**config.mk**
```make
export PLATFORM = sky130hd
export DESIGN_NAME = calendar_clock_with_countdown_top
export DESIGN_NICKNAME = d
export VERILOG_FILES = /design/src/ccc_pkg.sv /design/src/calendar_clock_with_countdown_top.sv
export SDC_FILE = /design/constraint.sdc
export NUM_CORES = 1
export LEC_CHECK = 0
export BUFFER_PORTS_ARGS = -buffer_cell sky130_fd_sc_hd__buf_2
export CORE_MARGIN = 10
export CORE_UTILIZATION = 29
export CTS_CLUSTER_SIZE = 14
export DETAILED_ROUTE_END_ITERATION = 10
export GPL_TIMING_DRIVEN = 0
export PLACE_DENSITY_LB_ADDON = 0.12
export REMOVE_ABC_BUFFERS = 1
export SYNTH_ARGS = -nofsm -noshare
export SYNTH_HDL_FRONTEND = slang
export SYNTH_SLANG_ARGS = --single-unit
```
**constraint.sdc**
```tcl
create_clock -name clk -period 9.9 [get_ports clk]
set_input_delay 0.99 -clock clk [delete_from_list [all_inputs] [get_ports clk]]
set_output_delay 0.99 -clock clk [all_outputs]
set_load 0.01 [all_outputs]
```
**src/ccc_pkg.sv**
```systemverilog
package ccc_pkg;

    // Field widths of one item and one result.
    localparam int YEAR_W   = 14;
    localparam int MONTH_W  = 4;
    localparam int DAY_W    = 5;
    localparam int HOUR_W   = 5;
    localparam int MIN_W    = 6;
    localparam int SEC_W    = 6;
    localparam int CD_HR_W  = 7;

    localparam int TDATA_W  = 64;
    localparam int TUSER_W  = 4;

    // Calendar and countdown limits.
    localparam logic [YEAR_W-1:0]  YEAR_MAX    = 14'd9999;
    localparam logic [MONTH_W-1:0] MONTH_MAX   = 4'd12;
    localparam logic [MONTH_W-1:0] MONTH_MIN   = 4'd1;
    localparam logic [DAY_W-1:0]   DAY_MIN     = 5'd1;
    localparam logic [HOUR_W-1:0]  HOUR_MAX    = 5'd23;
    localparam logic [MIN_W-1:0]   MIN_MAX     = 6'd59;
    localparam logic [SEC_W-1:0]   SEC_MAX     = 6'd59;
    localparam logic [CD_HR_W-1:0] CD_HR_MAX   = 7'd99;
    localparam logic [YEAR_W-1:0]  YEAR_RESET  = 14'd2000;

    // Month numbers and lengths.
    localparam logic [MONTH_W-1:0] MONTH_FEB   = 4'd2;
    localparam logic [MONTH_W-1:0] MONTH_APR   = 4'd4;
    localparam logic [MONTH_W-1:0] MONTH_JUN   = 4'd6;
    localparam logic [MONTH_W-1:0] MONTH_SEP   = 4'd9;
    localparam logic [MONTH_W-1:0] MONTH_NOV   = 4'd11;
    localparam logic [DAY_W-1:0]   DAYS_SHORT  = 5'd30;
    localparam logic [DAY_W-1:0]   DAYS_LONG   = 5'd31;
    localparam logic [DAY_W-1:0]   DAYS_FEB    = 5'd28;
    localparam logic [DAY_W-1:0]   DAYS_FEB_LP = 5'd29;

    // Divisibility by 25 over 14 bits: multiply by the inverse of 25 modulo 2^14;
    // the low bits of the product stay at or below 16383/25 only for multiples of 25.
    localparam logic [YEAR_W-1:0]  INV25       = 14'd7209;
    localparam logic [YEAR_W-1:0]  DIV25_LIMIT = 14'd655;

    typedef enum logic [1:0] {
        OP_TICK     = 2'd0,
        OP_LOAD_CAL = 2'd1,
        OP_LOAD_CD  = 2'd2,
        OP_STOP_CD  = 2'd3
    } ccc_op_t;

    // Sideband of an input item, lowest bit last.
    typedef struct packed {
        logic    countdown_selected;
        logic    pause_calendar;
        ccc_op_t opcode;
    } ccc_user_t;

    // Load fields of an input item, load_year in the lowest bits.
    typedef struct packed {
        logic [SEC_W-1:0]   load_cd_seconds;
        logic [MIN_W-1:0]   load_cd_minutes;
        logic [CD_HR_W-1:0] load_cd_hours;
        logic [SEC_W-1:0]   load_second;
        logic [MIN_W-1:0]   load_minute;
        logic [HOUR_W-1:0]  load_hour;
        logic [DAY_W-1:0]   load_day;
        logic [MONTH_W-1:0] load_month;
        logic [YEAR_W-1:0]  load_year;
    } ccc_load_t;

    // One result item, year in the lowest bits.
    typedef struct packed {
        logic               cd_done;
        logic               cd_running;
        logic [SEC_W-1:0]   cd_seconds;
        logic [MIN_W-1:0]   cd_minutes;
        logic [CD_HR_W-1:0] cd_hours;
        logic [SEC_W-1:0]   second;
        logic [MIN_W-1:0]   minute;
        logic [HOUR_W-1:0]  hour;
        logic [DAY_W-1:0]   day;
        logic [MONTH_W-1:0] month;
        logic [YEAR_W-1:0]  year;
    } ccc_result_t;

    localparam int LOAD_W   = $bits(ccc_load_t);
    localparam int RESULT_W = $bits(ccc_result_t);

    // Gregorian leap year test without a divider.
    function automatic logic ccc_is_leap(input logic [YEAR_W-1:0] y);
        logic [YEAR_W-1:0] prod;
        logic              div25;
        begin
            prod  = YEAR_W'(y * INV25);
            div25 = (prod <= DIV25_LIMIT);
            return (y[1:0] == 2'd0) && (!div25 || (y[3:0] == 4'd0));
        end
    endfunction

    function automatic logic [DAY_W-1:0] ccc_month_len(input logic [MONTH_W-1:0] m,
                                                       input logic               leap);
        logic [DAY_W-1:0] len;
        begin
            if (m == MONTH_FEB)
            begin
                len = leap ? DAYS_FEB_LP : DAYS_FEB;
            end
            else if ((m == MONTH_APR) || (m == MONTH_JUN) ||
                     (m == MONTH_SEP) || (m == MONTH_NOV))
            begin
                len = DAYS_SHORT;
            end
            else
            begin
                len = DAYS_LONG;
            end
            return len;
        end
    endfunction

endpackage

```
**src/calendar_clock_with_countdown_top.sv**
```systemverilog
// Channel  | Direction | Signals                     | Contents
// ---------+-----------+-----------------------------+------------------------------------
// s        | in        | s_tvalid s_tready s_tdata   | one operation with its load values
//          |           | s_tuser                     | opcode, pause and countdown flags
// m        | out       | m_tvalid m_tready m_tdata   | calendar and countdown after the op
//
// Every accepted item gives exactly one result item: the item is captured in an input
// register, the calendar and countdown update is one pass of compare and increment
// logic (plus one 14 by 14 bit product for the leap year test), and the result lands
// in the output register. One item per cycle is sustained while the output register's
// ready is high; that ready is the only thing that stalls the input.
// Reset (rst_n low, asynchronous) sets the calendar to 2000-01-01 00:00:00, clears
// the countdown and empties both stages.
module calendar_clock_with_countdown_top
(
    input  logic                          clk,
    input  logic                          rst_n,

    input  logic                          s_tvalid,
    output logic                          s_tready,
    // From bit 0: load_year[13:0], load_month[17:14], load_day[22:18],
    // load_hour[27:23], load_minute[33:28], load_second[39:34],
    // load_cd_hours[46:40], load_cd_minutes[52:47], load_cd_seconds[58:53],
    // zeros above.
    input  logic [ccc_pkg::TDATA_W-1:0]  s_tdata,
    // From bit 0: opcode[1:0], pause_calendar[2], countdown_selected[3].
    input  logic [ccc_pkg::TUSER_W-1:0]  s_tuser,

    output logic                          m_tvalid,
    input  logic                          m_tready,
    // From bit 0: year[13:0], month[17:14], day[22:18], hour[27:23],
    // minute[33:28], second[39:34], cd_hours[46:40], cd_minutes[52:47],
    // cd_seconds[58:53], cd_running[59], cd_done[60], zeros above.
    output logic [ccc_pkg::TDATA_W-1:0]  m_tdata
);

    // Input stage.
    logic                  in_valid_reg;
    ccc_pkg::ccc_user_t    in_user_reg;
    ccc_pkg::ccc_load_t    in_load_reg;

    // Output stage.
    logic                  out_valid_reg;
    ccc_pkg::ccc_result_t  out_data_reg;
    ccc_pkg::ccc_result_t  out_data_next;

    // Calendar and countdown state.
    logic [ccc_pkg::YEAR_W-1:0]  year_reg,       year_next;
    logic [ccc_pkg::MONTH_W-1:0] month_reg,      month_next;
    logic [ccc_pkg::DAY_W-1:0]   day_reg,        day_next;
    logic [ccc_pkg::HOUR_W-1:0]  hour_reg,       hour_next;
    logic [ccc_pkg::MIN_W-1:0]   minute_reg,     minute_next;
    logic [ccc_pkg::SEC_W-1:0]   second_reg,     second_next;
    logic [ccc_pkg::CD_HR_W-1:0] cd_hours_reg,   cd_hours_next;
    logic [ccc_pkg::MIN_W-1:0]   cd_minutes_reg, cd_minutes_next;
    logic [ccc_pkg::SEC_W-1:0]   cd_seconds_reg, cd_seconds_next;
    logic                        cd_running_reg, cd_running_next;
    logic                        cd_done;

    logic                        leap;
    logic [ccc_pkg::DAY_W-1:0]   month_days;
    logic                        advance;

    // The held item moves on whenever the output register is empty or being drained.
    assign advance  = in_valid_reg && (!out_valid_reg || m_tready);
    assign s_tready = !in_valid_reg || advance;

    assign leap       = ccc_pkg::ccc_is_leap(year_reg);
    assign month_days = ccc_pkg::ccc_month_len(month_reg, leap);

    // Next state for the held item.
    always_comb
    begin
        year_next       = year_reg;
        month_next      = month_reg;
        day_next        = day_reg;
        hour_next       = hour_reg;
        minute_next     = minute_reg;
        second_next     = second_reg;
        cd_hours_next   = cd_hours_reg;
        cd_minutes_next = cd_minutes_reg;
        cd_seconds_next = cd_seconds_reg;
        cd_running_next = cd_running_reg;
        cd_done         = 1'b0;

        unique case (in_user_reg.opcode)
            ccc_pkg::OP_TICK:
            begin
                // Carry ripples from seconds up to the year.
                if (!in_user_reg.pause_calendar)
                begin
                    if (second_reg < ccc_pkg::SEC_MAX)
                    begin
                        second_next = second_reg + 1'b1;
                    end
                    else
                    begin
                        second_next = '0;
                        if (minute_reg < ccc_pkg::MIN_MAX)
                        begin
                            minute_next = minute_reg + 1'b1;
                        end
                        else
                        begin
                            minute_next = '0;
                            if (hour_reg < ccc_pkg::HOUR_MAX)
                            begin
                                hour_next = hour_reg + 1'b1;
                            end
                            else
                            begin
                                hour_next = '0;
                                // A loaded day past the month's end also wraps here.
                                if (day_reg < month_days)
                                begin
                                    day_next = day_reg + 1'b1;
                                end
                                else
                                begin
                                    day_next = ccc_pkg::DAY_MIN;
                                    if (month_reg < ccc_pkg::MONTH_MAX)
                                    begin
                                        month_next = month_reg + 1'b1;
                                    end
                                    else
                                    begin
                                        month_next = ccc_pkg::MONTH_MIN;
                                        year_next  = (year_reg >= ccc_pkg::YEAR_MAX) ?
                                                     '0 : year_reg + 1'b1;
                                    end
                                end
                            end
                        end
                    end
                end

                // Countdown with borrow; reaching it at zero stops it and flags done.
                if (cd_running_reg && in_user_reg.countdown_selected)
                begin
                    if ((cd_hours_reg == '0) && (cd_minutes_reg == '0) &&
                        (cd_seconds_reg == '0))
                    begin
                        cd_running_next = 1'b0;
                        cd_done         = 1'b1;
                    end
                    else if (cd_seconds_reg != '0)
                    begin
                        cd_seconds_next = cd_seconds_reg - 1'b1;
                    end
                    else
                    begin
                        cd_seconds_next = ccc_pkg::SEC_MAX;
                        if (cd_minutes_reg != '0)
                        begin
                            cd_minutes_next = cd_minutes_reg - 1'b1;
                        end
                        else
                        begin
                            cd_minutes_next = ccc_pkg::MIN_MAX;
                            cd_hours_next   = cd_hours_reg - 1'b1;
                        end
                    end
                end
            end

            ccc_pkg::OP_LOAD_CAL:
            begin
                // Each load value is clamped into its legal range; the day only to 1 through 31.
                year_next   = (in_load_reg.load_year > ccc_pkg::YEAR_MAX) ?
                              ccc_pkg::YEAR_MAX : in_load_reg.load_year;
                if (in_load_reg.load_month < ccc_pkg::MONTH_MIN)
                begin
                    month_next = ccc_pkg::MONTH_MIN;
                end
                else if (in_load_reg.load_month > ccc_pkg::MONTH_MAX)
                begin
                    month_next = ccc_pkg::MONTH_MAX;
                end
                else
                begin
                    month_next = in_load_reg.load_month;
                end
                day_next    = (in_load_reg.load_day < ccc_pkg::DAY_MIN) ?
                              ccc_pkg::DAY_MIN : in_load_reg.load_day;
                hour_next   = (in_load_reg.load_hour > ccc_pkg::HOUR_MAX) ?
                              ccc_pkg::HOUR_MAX : in_load_reg.load_hour;
                minute_next = (in_load_reg.load_minute > ccc_pkg::MIN_MAX) ?
                              ccc_pkg::MIN_MAX : in_load_reg.load_minute;
                second_next = (in_load_reg.load_second > ccc_pkg::SEC_MAX) ?
                              ccc_pkg::SEC_MAX : in_load_reg.load_second;
            end

            ccc_pkg::OP_LOAD_CD:
            begin
                cd_hours_next   = (in_load_reg.load_cd_hours > ccc_pkg::CD_HR_MAX) ?
                                  ccc_pkg::CD_HR_MAX : in_load_reg.load_cd_hours;
                cd_minutes_next = (in_load_reg.load_cd_minutes > ccc_pkg::MIN_MAX) ?
                                  ccc_pkg::MIN_MAX : in_load_reg.load_cd_minutes;
                cd_seconds_next = (in_load_reg.load_cd_seconds > ccc_pkg::SEC_MAX) ?
                                  ccc_pkg::SEC_MAX : in_load_reg.load_cd_seconds;
                cd_running_next = 1'b1;
            end

            ccc_pkg::OP_STOP_CD:
            begin
                cd_running_next = 1'b0;
            end
        endcase
    end

    // The result is the state after the operation.
    always_comb
    begin
        out_data_next.year       = year_next;
        out_data_next.month      = month_next;
        out_data_next.day        = day_next;
        out_data_next.hour       = hour_next;
        out_data_next.minute     = minute_next;
        out_data_next.second     = second_next;
        out_data_next.cd_hours   = cd_hours_next;
        out_data_next.cd_minutes = cd_minutes_next;
        out_data_next.cd_seconds = cd_seconds_next;
        out_data_next.cd_running = cd_running_next;
        out_data_next.cd_done    = cd_done;
    end

    // Handshake flags, calendar and countdown state.
    always_ff @(posedge clk or negedge rst_n)
    begin
        if (!rst_n)
        begin
            in_valid_reg   <= 1'b0;
            out_valid_reg  <= 1'b0;
            year_reg       <= ccc_pkg::YEAR_RESET;
            month_reg      <= ccc_pkg::MONTH_MIN;
            day_reg        <= ccc_pkg::DAY_MIN;
            hour_reg       <= '0;
            minute_reg     <= '0;
            second_reg     <= '0;
            cd_hours_reg   <= '0;
            cd_minutes_reg <= '0;
            cd_seconds_reg <= '0;
            cd_running_reg <= 1'b0;
        end
        else
        begin
            if (s_tready)
            begin
                in_valid_reg <= s_tvalid;
            end
            if (advance)
            begin
                out_valid_reg <= 1'b1;
            end
            else if (m_tready)
            begin
                out_valid_reg <= 1'b0;
            end
            if (advance)
            begin
                year_reg       <= year_next;
                month_reg      <= month_next;
                day_reg        <= day_next;
                hour_reg       <= hour_next;
                minute_reg     <= minute_next;
                second_reg     <= second_next;
                cd_hours_reg   <= cd_hours_next;
                cd_minutes_reg <= cd_minutes_next;
                cd_seconds_reg <= cd_seconds_next;
                cd_running_reg <= cd_running_next;
            end
        end
    end

    // Payload registers.
    always_ff @(posedge clk)
    begin
        if (s_tready && s_tvalid)
        begin
            in_user_reg <= ccc_pkg::ccc_user_t'(s_tuser);
            in_load_reg <= ccc_pkg::ccc_load_t'(s_tdata[ccc_pkg::LOAD_W-1:0]);
        end
        if (advance)
        begin
            out_data_reg <= out_data_next;
        end
    end

    assign m_tvalid = out_valid_reg;
    assign m_tdata  = {{(ccc_pkg::TDATA_W - ccc_pkg::RESULT_W){1'b0}}, out_data_reg};

endmodule

```
==> results of run 1 <==
logic make-up after synthesis:
logic type / count (synthesis) / synth area share (%)
AND/OR/NAND/NOR: 295 / 14.1
AO/OA/AOI/OAI: 252 / 16.0
flip-flops: 186 / 52.0
buffers and inverters: 94 / 3.65
adder cells (fa/ha/maj): 63 / 8.58
multiplexers: 38 / 4.05
XOR/XNOR: 15 / 1.50
other: 1 / 0.0369
synthesized netlist by cell type, types with 8 or more instances:
cell type	n	area [um^2]
and3_1	11	68.8
nand2_1	97	364
nor2_1	79	297
ha_1	52	651
nor3_1	23	115
edfxtp_1	124	3720
xnor2_1	10	87.6
nor4_1	9	56.3
o21ai_0	72	360
nand3_1	15	75.1
nand4_1	9	56.3
mux2_2	25	282
or4_1	9	67.6
o22ai_1	15	93.8
a31oi_1	16	100
o22a_1	10	87.6
clkbuf_1	26	97.6
mux2i_1	13	130
dfrtp_1	54	1350
fa_1	11	220
dfstp_2	8	210
a22oi_1	11	82.6
nand2b_1	10	62.6
a21oi_1	54	270
inv_1	54	203
routing by layer:
layer  up-vias  wire length (um)  global-route usage [%]  share of wire [%]
met2       130             14400                    22.0                 48
met5         -                 0                       0                  0
met3        22               895                    2.57                3.0
li1       3772                 -                       -                  -
met4         0               371                    4.21                1.2
met1      3872             14200                    18.2                 48
metrics by stage:
step                      utilization, %  hold WS [ps]  instances
after global placement              32.5           470       1492
after floorplan                        -           457        908
after CTS                           34.8           375       1532
after global routing                34.8           386       1532
after detailed placement            33.1           486       1500
final                               34.8           392       1532
power breakdown:
group / leakage [nW] / total, mW / switching, mW / internal, mW
Sequential: 1.93 / 1.17 / 0.168 / 0.998
Combinational: 2.60 / 1.19 / 0.651 / 0.543
Clock: 0.282 / 0.697 / 0.324 / 0.373
Total: 4.81 / 3.06 / 1.14 / 1.91
layout make-up:
cell class | count | share of cell area (%)
inverter | 56 | 1.79
clock buffer | 21 | 3.92
multi-input combinational | 666 | 37.5
sequential | 186 | 44.0
timing repair buffer | 137 | 7.16
clock inverter | 11 | 0.926
tap | 455 | 4.74
path summary, 6_finish.rpt:
| path | startpoint | end | slack [ps] | cells past startpoint |
|---|---|---|---|---|
| max in group asynchronous | rst_n | year_reg[9] | 8880 | 2 |
| min reg2reg | in_valid_reg | m_tvalid | 500 | 1 |
| min | rst_n | cd_seconds_reg[1] | 390 | 1 |
| max reg2reg | year_reg[0] | m_tdata[16] | 4430 | 16 |
| min in group clk | in_valid_reg | m_tvalid | 500 | 1 |
| max | year_reg[0] | m_tdata[16] | 4430 | 16 |
worst max-delay path, cell delays in order, from the launching register on:
cell and delay, ps:
dfrtp_1 560, inv_1 130, ha_1 350, ha_1 290, inv_1 50, fa_1 510
fa_1 550, inv_1 40, ha_1 380, or3_1 410, or2_2 280, a2bb2oi_1 130
a41oi_1 180, a31oi_1 240, o41a_1 460, o32a_1 370, o22a_1 260
==> impl_metrics.csv, run 1 <==
group,metric,value,unit
pwr,p_leak,4.81,nW
synth,async_reset_ff_share,33.3,%
worst_setup_path,critPathRequiredTime,10080,ps
pwr,finalPower,3.06,mW
synth,synth_ff_type,"edfxtp_1",
clock_tree,cts_tree,"built",
layout,fillers,3597,
run,drv_cap,0,
layout,syn2layout_area_growth,18.4,%
layout,drive_gt1_share,20.2,%
pwr,p_per_area,254,nW/um^2
global_route,grt_pass1_wl,46700,um
timing,drv_slew,0,
detailed_routing,route.detailed.drc,0,
layout,final_nets,1199,
synth,yosys_warnings,0,
floorplanning,io_pins,138,
timing,final-setup-viol-count,0,
global_route,antenna_found_initial,0,
synth,netlist_area,10200,um^2
layout,multiInputGateArea,4510,um^2
timing,timing.final.ws_setup,4430,ps
timing,hold_viol,0,
timing,fmax,183,MHz
worst_setup_path,cp-end-kind,"register",
synth,synth_seq_cells,186,
worst_setup_path,path_max_fanout,9,
worst_setup_path,worstSetupPathType,"reg -> reg",
clock_tree,cts_setup_buffers,0,
floorplanning,start_util,29.4,%
placed_design,dp_slack,4420,ps
global_route,grt_pass1_vias,7876,
timing,slew_headroom,8.32,%
synth,syn_inst,944,
floorplanning,dieHeight,207,um
placed_design,dp_hpwl,20800,um
worst_setup_path,cp-start-kind,"register",
layout,num_antenna_cells,0,
timing,tightest_slew,1370,ps
placed_design,gp_congestion,0.798,
clock_tree,ctsResizeCount,0,
timing,fin_crit,5470,ps
synth,ys_types,77,
global_route,grt_usage,13.7,%
synth,syn_avg_cell_area,10.8,um^2
clock_tree,clock-sinks,186,
synth,ys_seq_area_share,52.0,%
worst_setup_path,cp.arrival,5650,ps
layout,layout_common_cells,"buf_2, edfxtp_1, nand2_1",
detailed_routing,ant_nets,0,
layout,seqCellArea,5290,um^2
layout,largest_register_ffs,61,
detailed_routing,viasPerCell,5.09,
clock_tree,clock_latency,460,ps
placed_design,portBuffers,129,
clock_tree,clockBufferDepth,2,
clock_tree,clk_pin_slew_worst_paths,70,ps
detailed_routing,wire_per_inst,19.5,um
timing,finalClockSkew,15.5,ps
clock_tree,root_buffer,"clkbuf_16",
floorplanning,die-area,42900,um^2
min_path,min_path_type,"in -> async",
placed_design,dpl_cell_area,11400,um^2
clock_tree,ctsHoldBuffers,0,
clock_tree,htreeDepth,4,
timing,rsz0062_at_grt,"false",
floorplanning,row_count,68,
detailed_routing,dr_total_vias,7796,
pwr,peakVddDrop,0.000144,V
outcome,run_status,"complete, no violations",
layout,final_area,12000,um^2
detailed_routing,first_pass_iters,5,
clock_tree,cts_buffers,17,
timing,tns,0,ps
layout,final_common_cell,"buf_2",
detailed_routing,drt_iter0_markers,523,
floorplanning,die_width,207,um
synth,synth_edf_count,124,
timing,fin_crit_sh,55.3,%
detailed_routing,routed_wl,29800,um
global_route,grt_max_degree,95,
global_route,overflow,0,
floorplanning,core,34500,um^2
No activity file was read; power rests on OpenSTA's default activity.
==> run 2, diff against run 1 <==
--- a/config.mk
+++ b/config.mk
@@ -5,6 +5,7 @@
 export SDC_FILE = /design/constraint.sdc
 export NUM_CORES = 1
 export LEC_CHECK = 0
+export ABC_AREA = 1
 export BUFFER_PORTS_ARGS = -buffer_cell sky130_fd_sc_hd__buf_2
 export CORE_MARGIN = 10
 export CORE_UTILIZATION = 29
==> constraint.sdc (replaced) <==
create_clock -name clk -period 5.4 [get_ports clk]
set_input_delay 0.54 -clock clk [delete_from_list [all_inputs] [get_ports clk]]
set_output_delay 0.54 -clock clk [all_outputs]
set_load 0.01 [all_outputs]
==> run 2 against run 1 <==
Fmax increased by 9.1%; register-to-register slack got worse by 4000 ps; sequential power increased by 87%; total power increased by 96%; design area decreased by 0.11%; clock skew decreased by 6.8 ps; critical endpoint is now year_reg[9]; cell count increased by 10%; worst setup slack got worse by 4000 ps; clock power increased by 81%; clock-buffer cell count decreased by 2; synthesized area increased by 0.44%.
==> impl_metrics.csv, run 2 <==
group,metric,value,unit
pwr,peakVddDrop,0.000252,V
placed_design,dp_hpwl,21000,um
floorplanning,die-area,43100,um^2
run,drv_cap,0,
floorplanning,die_width,208,um
synth,netlist_top_cells_count,"nand2_1, inv_1, edfxtp_1",
min_path,min_path_type,"in -> async",
worst_setup_path,cp.arrival,5370,ps
synth,async_reset_ff_share,33.3,%
worst_setup_path,reg2reg_depth,25,
global_route,antenna_found_initial,1,
floorplanning,core,34600,um^2
detailed_routing,route.detailed.drc,0,
layout,drive_gt1_share,17.3,%
synth,ys_types,50,
clock_tree,cts_buffers,17,
layout,layout_common_cells,"nand2_1, inv_1, buf_2",
clock_tree,root_buffer,"clkbuf_16",
detailed_routing,drt_iter0_markers,478,
detailed_routing,routed_wl,29200,um
layout,largest_register_ffs,61,
detailed_routing,wire_per_inst,17.3,um
detailed_routing,viasPerCell,4.76,
timing,finalClockSkew,8.71,ps
global_route,grt_pass1_wl,46700,um
timing,fin_crit_sh,92.8,%
clock_tree,clock_latency,440,ps
global_route,overflow,0,
placed_design,portBuffers,129,
synth,syn_avg_cell_area,9.29,um^2
layout,syn2layout_area_growth,17.7,%
timing,tightest_slew,1280,ps
worst_setup_path,critPathRequiredTime,5760,ps
layout,fillers,3560,
timing,tns,0,ps
detailed_routing,dr_total_vias,8040,
layout,final_common_cell,"nand2_1",
floorplanning,dieHeight,208,um
layout,final_nets,1356,
global_route,grt_max_degree,90,
synth,synth_ff_type,"edfxtp_1",
placed_design,dpl_cell_area,11400,um^2
floorplanning,start_util,29.5,%
synth,yosys-top-cells-area,"edfxtp_1, dfrtp_1, nand2_1",
timing,hold_viol,0,
worst_setup_path,cp-start-kind,"register",
floorplanning,row_count,68,
timing,final-setup-viol-count,0,
synth,netlist_area,10200,um^2
worst_setup_path,r2r_start,"year_reg[0]",
timing,rsz0062_at_grt,"false",
clock_tree,clock-sinks,186,
synth,synth_seq_cells,186,
synth,syn_inst,1098,
synth,post-synth-top-count-cell,"nand2_1",
outcome,run_status,"complete, no violations",
detailed_routing,ant_nets,0,
clock_tree,clockBufferDepth,2,
pwr,p_per_area,499,nW/um^2
placed_design,gp_congestion,0.856,
synth,yosys_warnings,0,
worst_setup_path,timing.rr.end,"year_reg[9]",
timing,fmax,199,MHz
worst_setup_path,ff2ff_setup_slack,390,ps
synth,synth_edf_count,124,
layout,final_area,12000,um^2
clock_tree,cts_tree,"built",
synth,ys_seq_area_share,51.8,%
global_route,grt_pass1_vias,8186,
timing,slew_headroom,14.4,%
detailed_routing,first_pass_iters,5,
synth,yosysTopAreaCellShare,36.5,%
global_route,grt_usage,13.6,%
clock_tree,htreeDepth,4,
synth,synth_top_area_cell,"edfxtp_1",
clock_tree,clk_pin_slew_worst_paths,70,ps
worst_setup_path,path_max_fanout,15,
pwr,p_leak,5.19,nW
worst_setup_path,cp-end-kind,"register",
floorplanning,io_pins,138,
worst_setup_path,worstSetupPathType,"reg -> reg",
timing,fin_crit,5010,ps
timing,drv_slew,0,
clock_tree,ctsHoldBuffers,0,
## run 2: per-stage QoR
stage	std cells	hold WS (ps)	total power [mW]	util [%]	setup WS, ps
finish	1690	50.7	5.99	34.7	387
CTS	1686	46.1	6.07	34.5	108
floorplan	1067	244	4.00	-	839
global placement	1651	506	4.77	32.5	-2070
detailed placement	1654	510	4.76	32.8	113
global route	1689	46.1	6.59	34.7	47.4
## run 2: final cells by class
cell class | instances | area [um^2] | share of cell area [%]
antenna | 1 | 2.50 | 0.0208
tap | 455 | 569 | 4.74
sequential | 186 | 5290 | 44.0
clock buffer | 19 | 453 | 3.77
inverter | 151 | 574 | 4.78
multi-input combinational | 730 | 4220 | 35.1
clock inverter | 13 | 136 | 1.14
timing repair buffer | 135 | 766 | 6.38
## run 2: worst max-delay path, cell delays in order (launching register included)
cell	delay, ps
dfrtp_2	460
buf_12	150
fa_1	550
ha_1	230
ha_1	320
fa_1	520
fa_1	520
ha_1	370
nand2_1	70
o211ai_1	240
inv_1	60
nand2_1	60
nand2_1	40
nand2_1	90
nand2_1	80
nand2_1	80
nand2_2	60
nand2_4	100
nand2_8	110
nand3_1	100
nand2_1	60
inv_2	210
nand3_1	110
nand2_1	140
nand2_1	70
o21ai_0	90
## run 2: cell families (layout without fill, tap and decap cells)
| family | Yosys count | count (layout) | share of synthesized area [%] |
|---|---|---|---|
| AOI/OAI and AO/OA | 200 | 200 | 11.8 |
| xor gates and xnor gates | 7 | 7 | 0.601 |
| adders and majority gates | 63 | 63 | 8.54 |
| buffers and inverters | 184 | 318 | 7.20 |
| DFF | 186 | 186 | 51.8 |
| other | 1 | 4 | 0.0368 |
| and+or+nand+nor | 457 | 457 | 20.1 |
## run 2: layer usage
layer	GRT usage (%)	part of all wire [%]	wire (um)	vias to the layer above
li1	-	-	-	4040
met1	17.6	48	13900	3821
met2	22.6	47	13800	161
met3	2.99	3.8	1110	18
met4	3.16	1.1	333	0
met5	0	0	0	-
## run 2: where the power goes
| group | leakage [nW] | switching, mW | internal [mW] | total (mW) |
|---|---|---|---|---|
| clock | 0.285 | 0.588 | 0.674 | 1.26 |
| combinational | 2.92 | 1.59 | 0.946 | 2.53 |
| sequential | 1.99 | 0.280 | 1.91 | 2.19 |
## run 2: worst max-delay path by stage
stage / start / to / slack [ps] / depth (start not counted)
finish: year_reg[0] / year_reg[9] / 390 / 25
detailed placement: year_reg[0] / m_tdata[5] / 110 / 28
floorplan: m_tready / m_tdata[0] / 840 / 4
global placement: m_tready / m_tdata[35] / -2070 / 5
CTS: year_reg[0] / m_tdata[5] / 110 / 28
global route: year_reg[0] / year_reg[9] / 50 / 24
## run 2: what timing repair did
action,in CTS,in global routing
hold endpoints to repair,0,0
buffers inserted,0,3
setup endpoints to repair,0,44
gates resized for setup,0,4
==> run 3, diff against run 2 <==
--- a/config.mk
+++ b/config.mk
@@ -12,8 +12,8 @@
 export CTS_CLUSTER_SIZE = 14
 export DETAILED_ROUTE_END_ITERATION = 10
 export GPL_TIMING_DRIVEN = 0
+export MAX_ROUTING_LAYER = met4
 export PLACE_DENSITY_LB_ADDON = 0.12
-export REMOVE_ABC_BUFFERS = 1
 export SYNTH_ARGS = -nofsm -noshare
 export SYNTH_HDL_FRONTEND = slang
 export SYNTH_SLANG_ARGS = --single-unit
==> run 3 against run 2 <==
Clock-buffer cell count shrank 1; first-iteration DRC count grew 44%; cell count grew 1.7%; combinational power grew 2%; sequential share of layout area is essentially flat; utilization is essentially flat; fmax grew 1.3%; non-clock buffer count grew 29; clock power shrank 5%; flip-flop and latch count is the same; design area is essentially flat; die area is the same.
==> impl_metrics.csv, run 3 (synthesis results as in run 2) <==
group,metric,value,unit
timing,tns,0,ps
detailed_routing,wire_per_inst,18.6,um
worst_setup_path,crit_end,"m_tdata[15]",
floorplanning,io_pins,138,
timing,fmax,202,MHz
timing,fin_crit_sh,91.6,%
pwr,peakVddDrop,0.000246,V
timing,drv_slew,0,
detailed_routing,ant_nets,0,
worst_setup_path,cp-end-kind,"register",
min_path,whs_path_depth,1,
floorplanning,start_util,29.5,%
detailed_routing,viasPerCell,4.87,
timing,slew_headroom,32.8,%
global_route,grt_usage,15.1,%
clock_tree,cts_tree,"built",
layout,final_util,34.7,%
clock_tree,cts_setup_buffers,0,
layout,multiInputGateArea,4190,um^2
worst_setup_path,timing.rr.end,"m_tdata[15]",
timing,timing.final.ws_setup,453,ps
pwr,p_leak,5.21,nW
floorplanning,core,34600,um^2
clock_tree,htreeDepth,4,
min_path,min_path_type,"in -> reg",
layout,seqCellArea,5290,um^2
clock_tree,cts_buffers,17,
layout,syn2layout_area_growth,17.7,%
outcome,run_status,"complete, no violations",
worst_setup_path,worstSetupPathType,"reg -> reg",
global_route,antenna_found_initial,0,
clock_tree,clk_pin_slew_worst_paths,80,ps
timing,fin_crit,4950,ps
worst_setup_path,path_max_fanout,10,
layout,final_nets,1385,
clock_tree,clockBufferDepth,2,
timing,hold_viol,0,
timing,final-setup-viol-count,0,
placed_design,dpl_cell_area,11500,um^2
layout,drive_gt1_share,16.9,%
worst_setup_path,r2r_start,"year_reg[2]",
worst_setup_path,crit_start,"year_reg[2]",
layout,final_area,12000,um^2
worst_setup_path,cp.arrival,5090,ps
floorplanning,die_width,208,um
clock_tree,clock_latency,450,ps
timing,finalClockSkew,15.0,ps
layout,largest_register_ffs,61,
worst_setup_path,ff2ff_setup_slack,450,ps
detailed_routing,dr_total_vias,8361,
placed_design,dp_slack,310,ps
placed_design,gp_congestion,0.898,
global_route,grt_max_degree,71,
detailed_routing,route.detailed.drc,0,
clock_tree,clock-sinks,186,
detailed_routing,first_pass_iters,5,
global_route,grt_pass1_vias,8417,
worst_setup_path,cp-start-kind,"register",
layout,fillers,3554,
floorplanning,die-area,43100,um^2
detailed_routing,drt_iter0_markers,687,
floorplanning,dieHeight,208,um
clock_tree,root_buffer,"clkbuf_16",
worst_setup_path,critPathRequiredTime,5540,ps
timing,rsz0062_at_grt,"false",
global_route,overflow,0,
layout,num_antenna_cells,0,
detailed_routing,routed_wl,32000,um
placed_design,dp_hpwl,24100,um
global_route,grt_pass1_wl,49700,um
timing,tightest_slew,1000,ps
placed_design,portBuffers,129,
worst_setup_path,reg2reg_depth,22,
run,drv_cap,0,
layout,final_common_cell,"nand2_1",
floorplanning,row_count,68,
pwr,p_per_area,497,nW/um^2
layout,layout_common_cells,"nand2_1, inv_1, buf_2",
[run 3: changes by cell type in the layout (fill, tap and decap cells not counted), sizes merged]
cell and change:
buf +8, clkinvlp +2, diode -1, dlygate4sd3 +1
clkbuf +19, clkinv -2, inv +2, bufinv -1
[run 3: power by group]
group / leakage (nW) / switching [mW] / total, mW / internal, mW
sequential: 1.99 / 0.278 / 2.19 / 1.91
clock: 0.255 / 0.597 / 1.20 / 0.598
combinational: 2.97 / 1.65 / 2.58 / 0.933
total: 5.21 / 2.52 / 5.96 / 3.44
[run 3: routing by layer]
| metal | track usage (%) | routed length [um] |
|---|---|---|
| met5 | - | 0 |
| met4 | 4.89 | 618 |
| met3 | 2.21 | 1040 |
| met2 | 23.1 | 14700 |
| met1 | 20.1 | 15600 |
[run 3: timing repair]
action                                  CTS  global route
hold buffers                              1             0
endpoints found under the hold margin    11             0
endpoints found under the setup margin    0            36
resized for setup                         0             1
[run 3: worst max-delay path, stage by stage, from the launching register on]
cell and delay, ps:
dfrtp_1 570, fa_1 490, ha_1 280, ha_1 320
fa_1 510, fa_1 510, ha_1 370, nand2_1 70
o211ai_1 290, inv_1 70, nand2_1 70, nand2_1 50
nand2_1 80, nand2_1 60, nand2_1 70, nand2_2 60
nand2_4 90, nand2_4 90, nand2_4 120, buf_6 170
nand2_1 60, nand3_1 80, nand3_1 160
[run 3: worst min-delay path by stage]
stage | end | slack [ps] | from
final | in_load_reg[58] | 260 | s_tdata[58]
after global routing | in_user_reg[1] | 240 | s_tuser[1]
after CTS | in_user_reg[1] | 250 | s_tuser[1]
after detailed placement | year_reg[11] | 460 | rst_n
after global placement | month_reg[0] | 520 | month_reg[0]
after floorplan | cd_hours_reg[0] | 240 | rst_n
[run 3: area by class of cell]
| type | instances | share of cell area (%) |
|---|---|---|
| inverter | 151 | 4.74 |
| buffer | 33 | 1.40 |
| timing repair buffer | 131 | 5.71 |
| multi-input combinational | 730 | 34.9 |
| clock buffer | 18 | 3.57 |
| clock inverter | 14 | 0.938 |
| sequential | 186 | 44.0 |
| tap | 455 | 4.74 |
[run 3: metrics by stage]
step	std cells	hold slack, ps	total power [mW]
floorplan	1100	244	4.00
global placement	1684	517	4.79
detailed placement	1685	462	4.81
CTS	1718	246	6.04
global route	1718	242	6.54
finish	1718	261	5.96
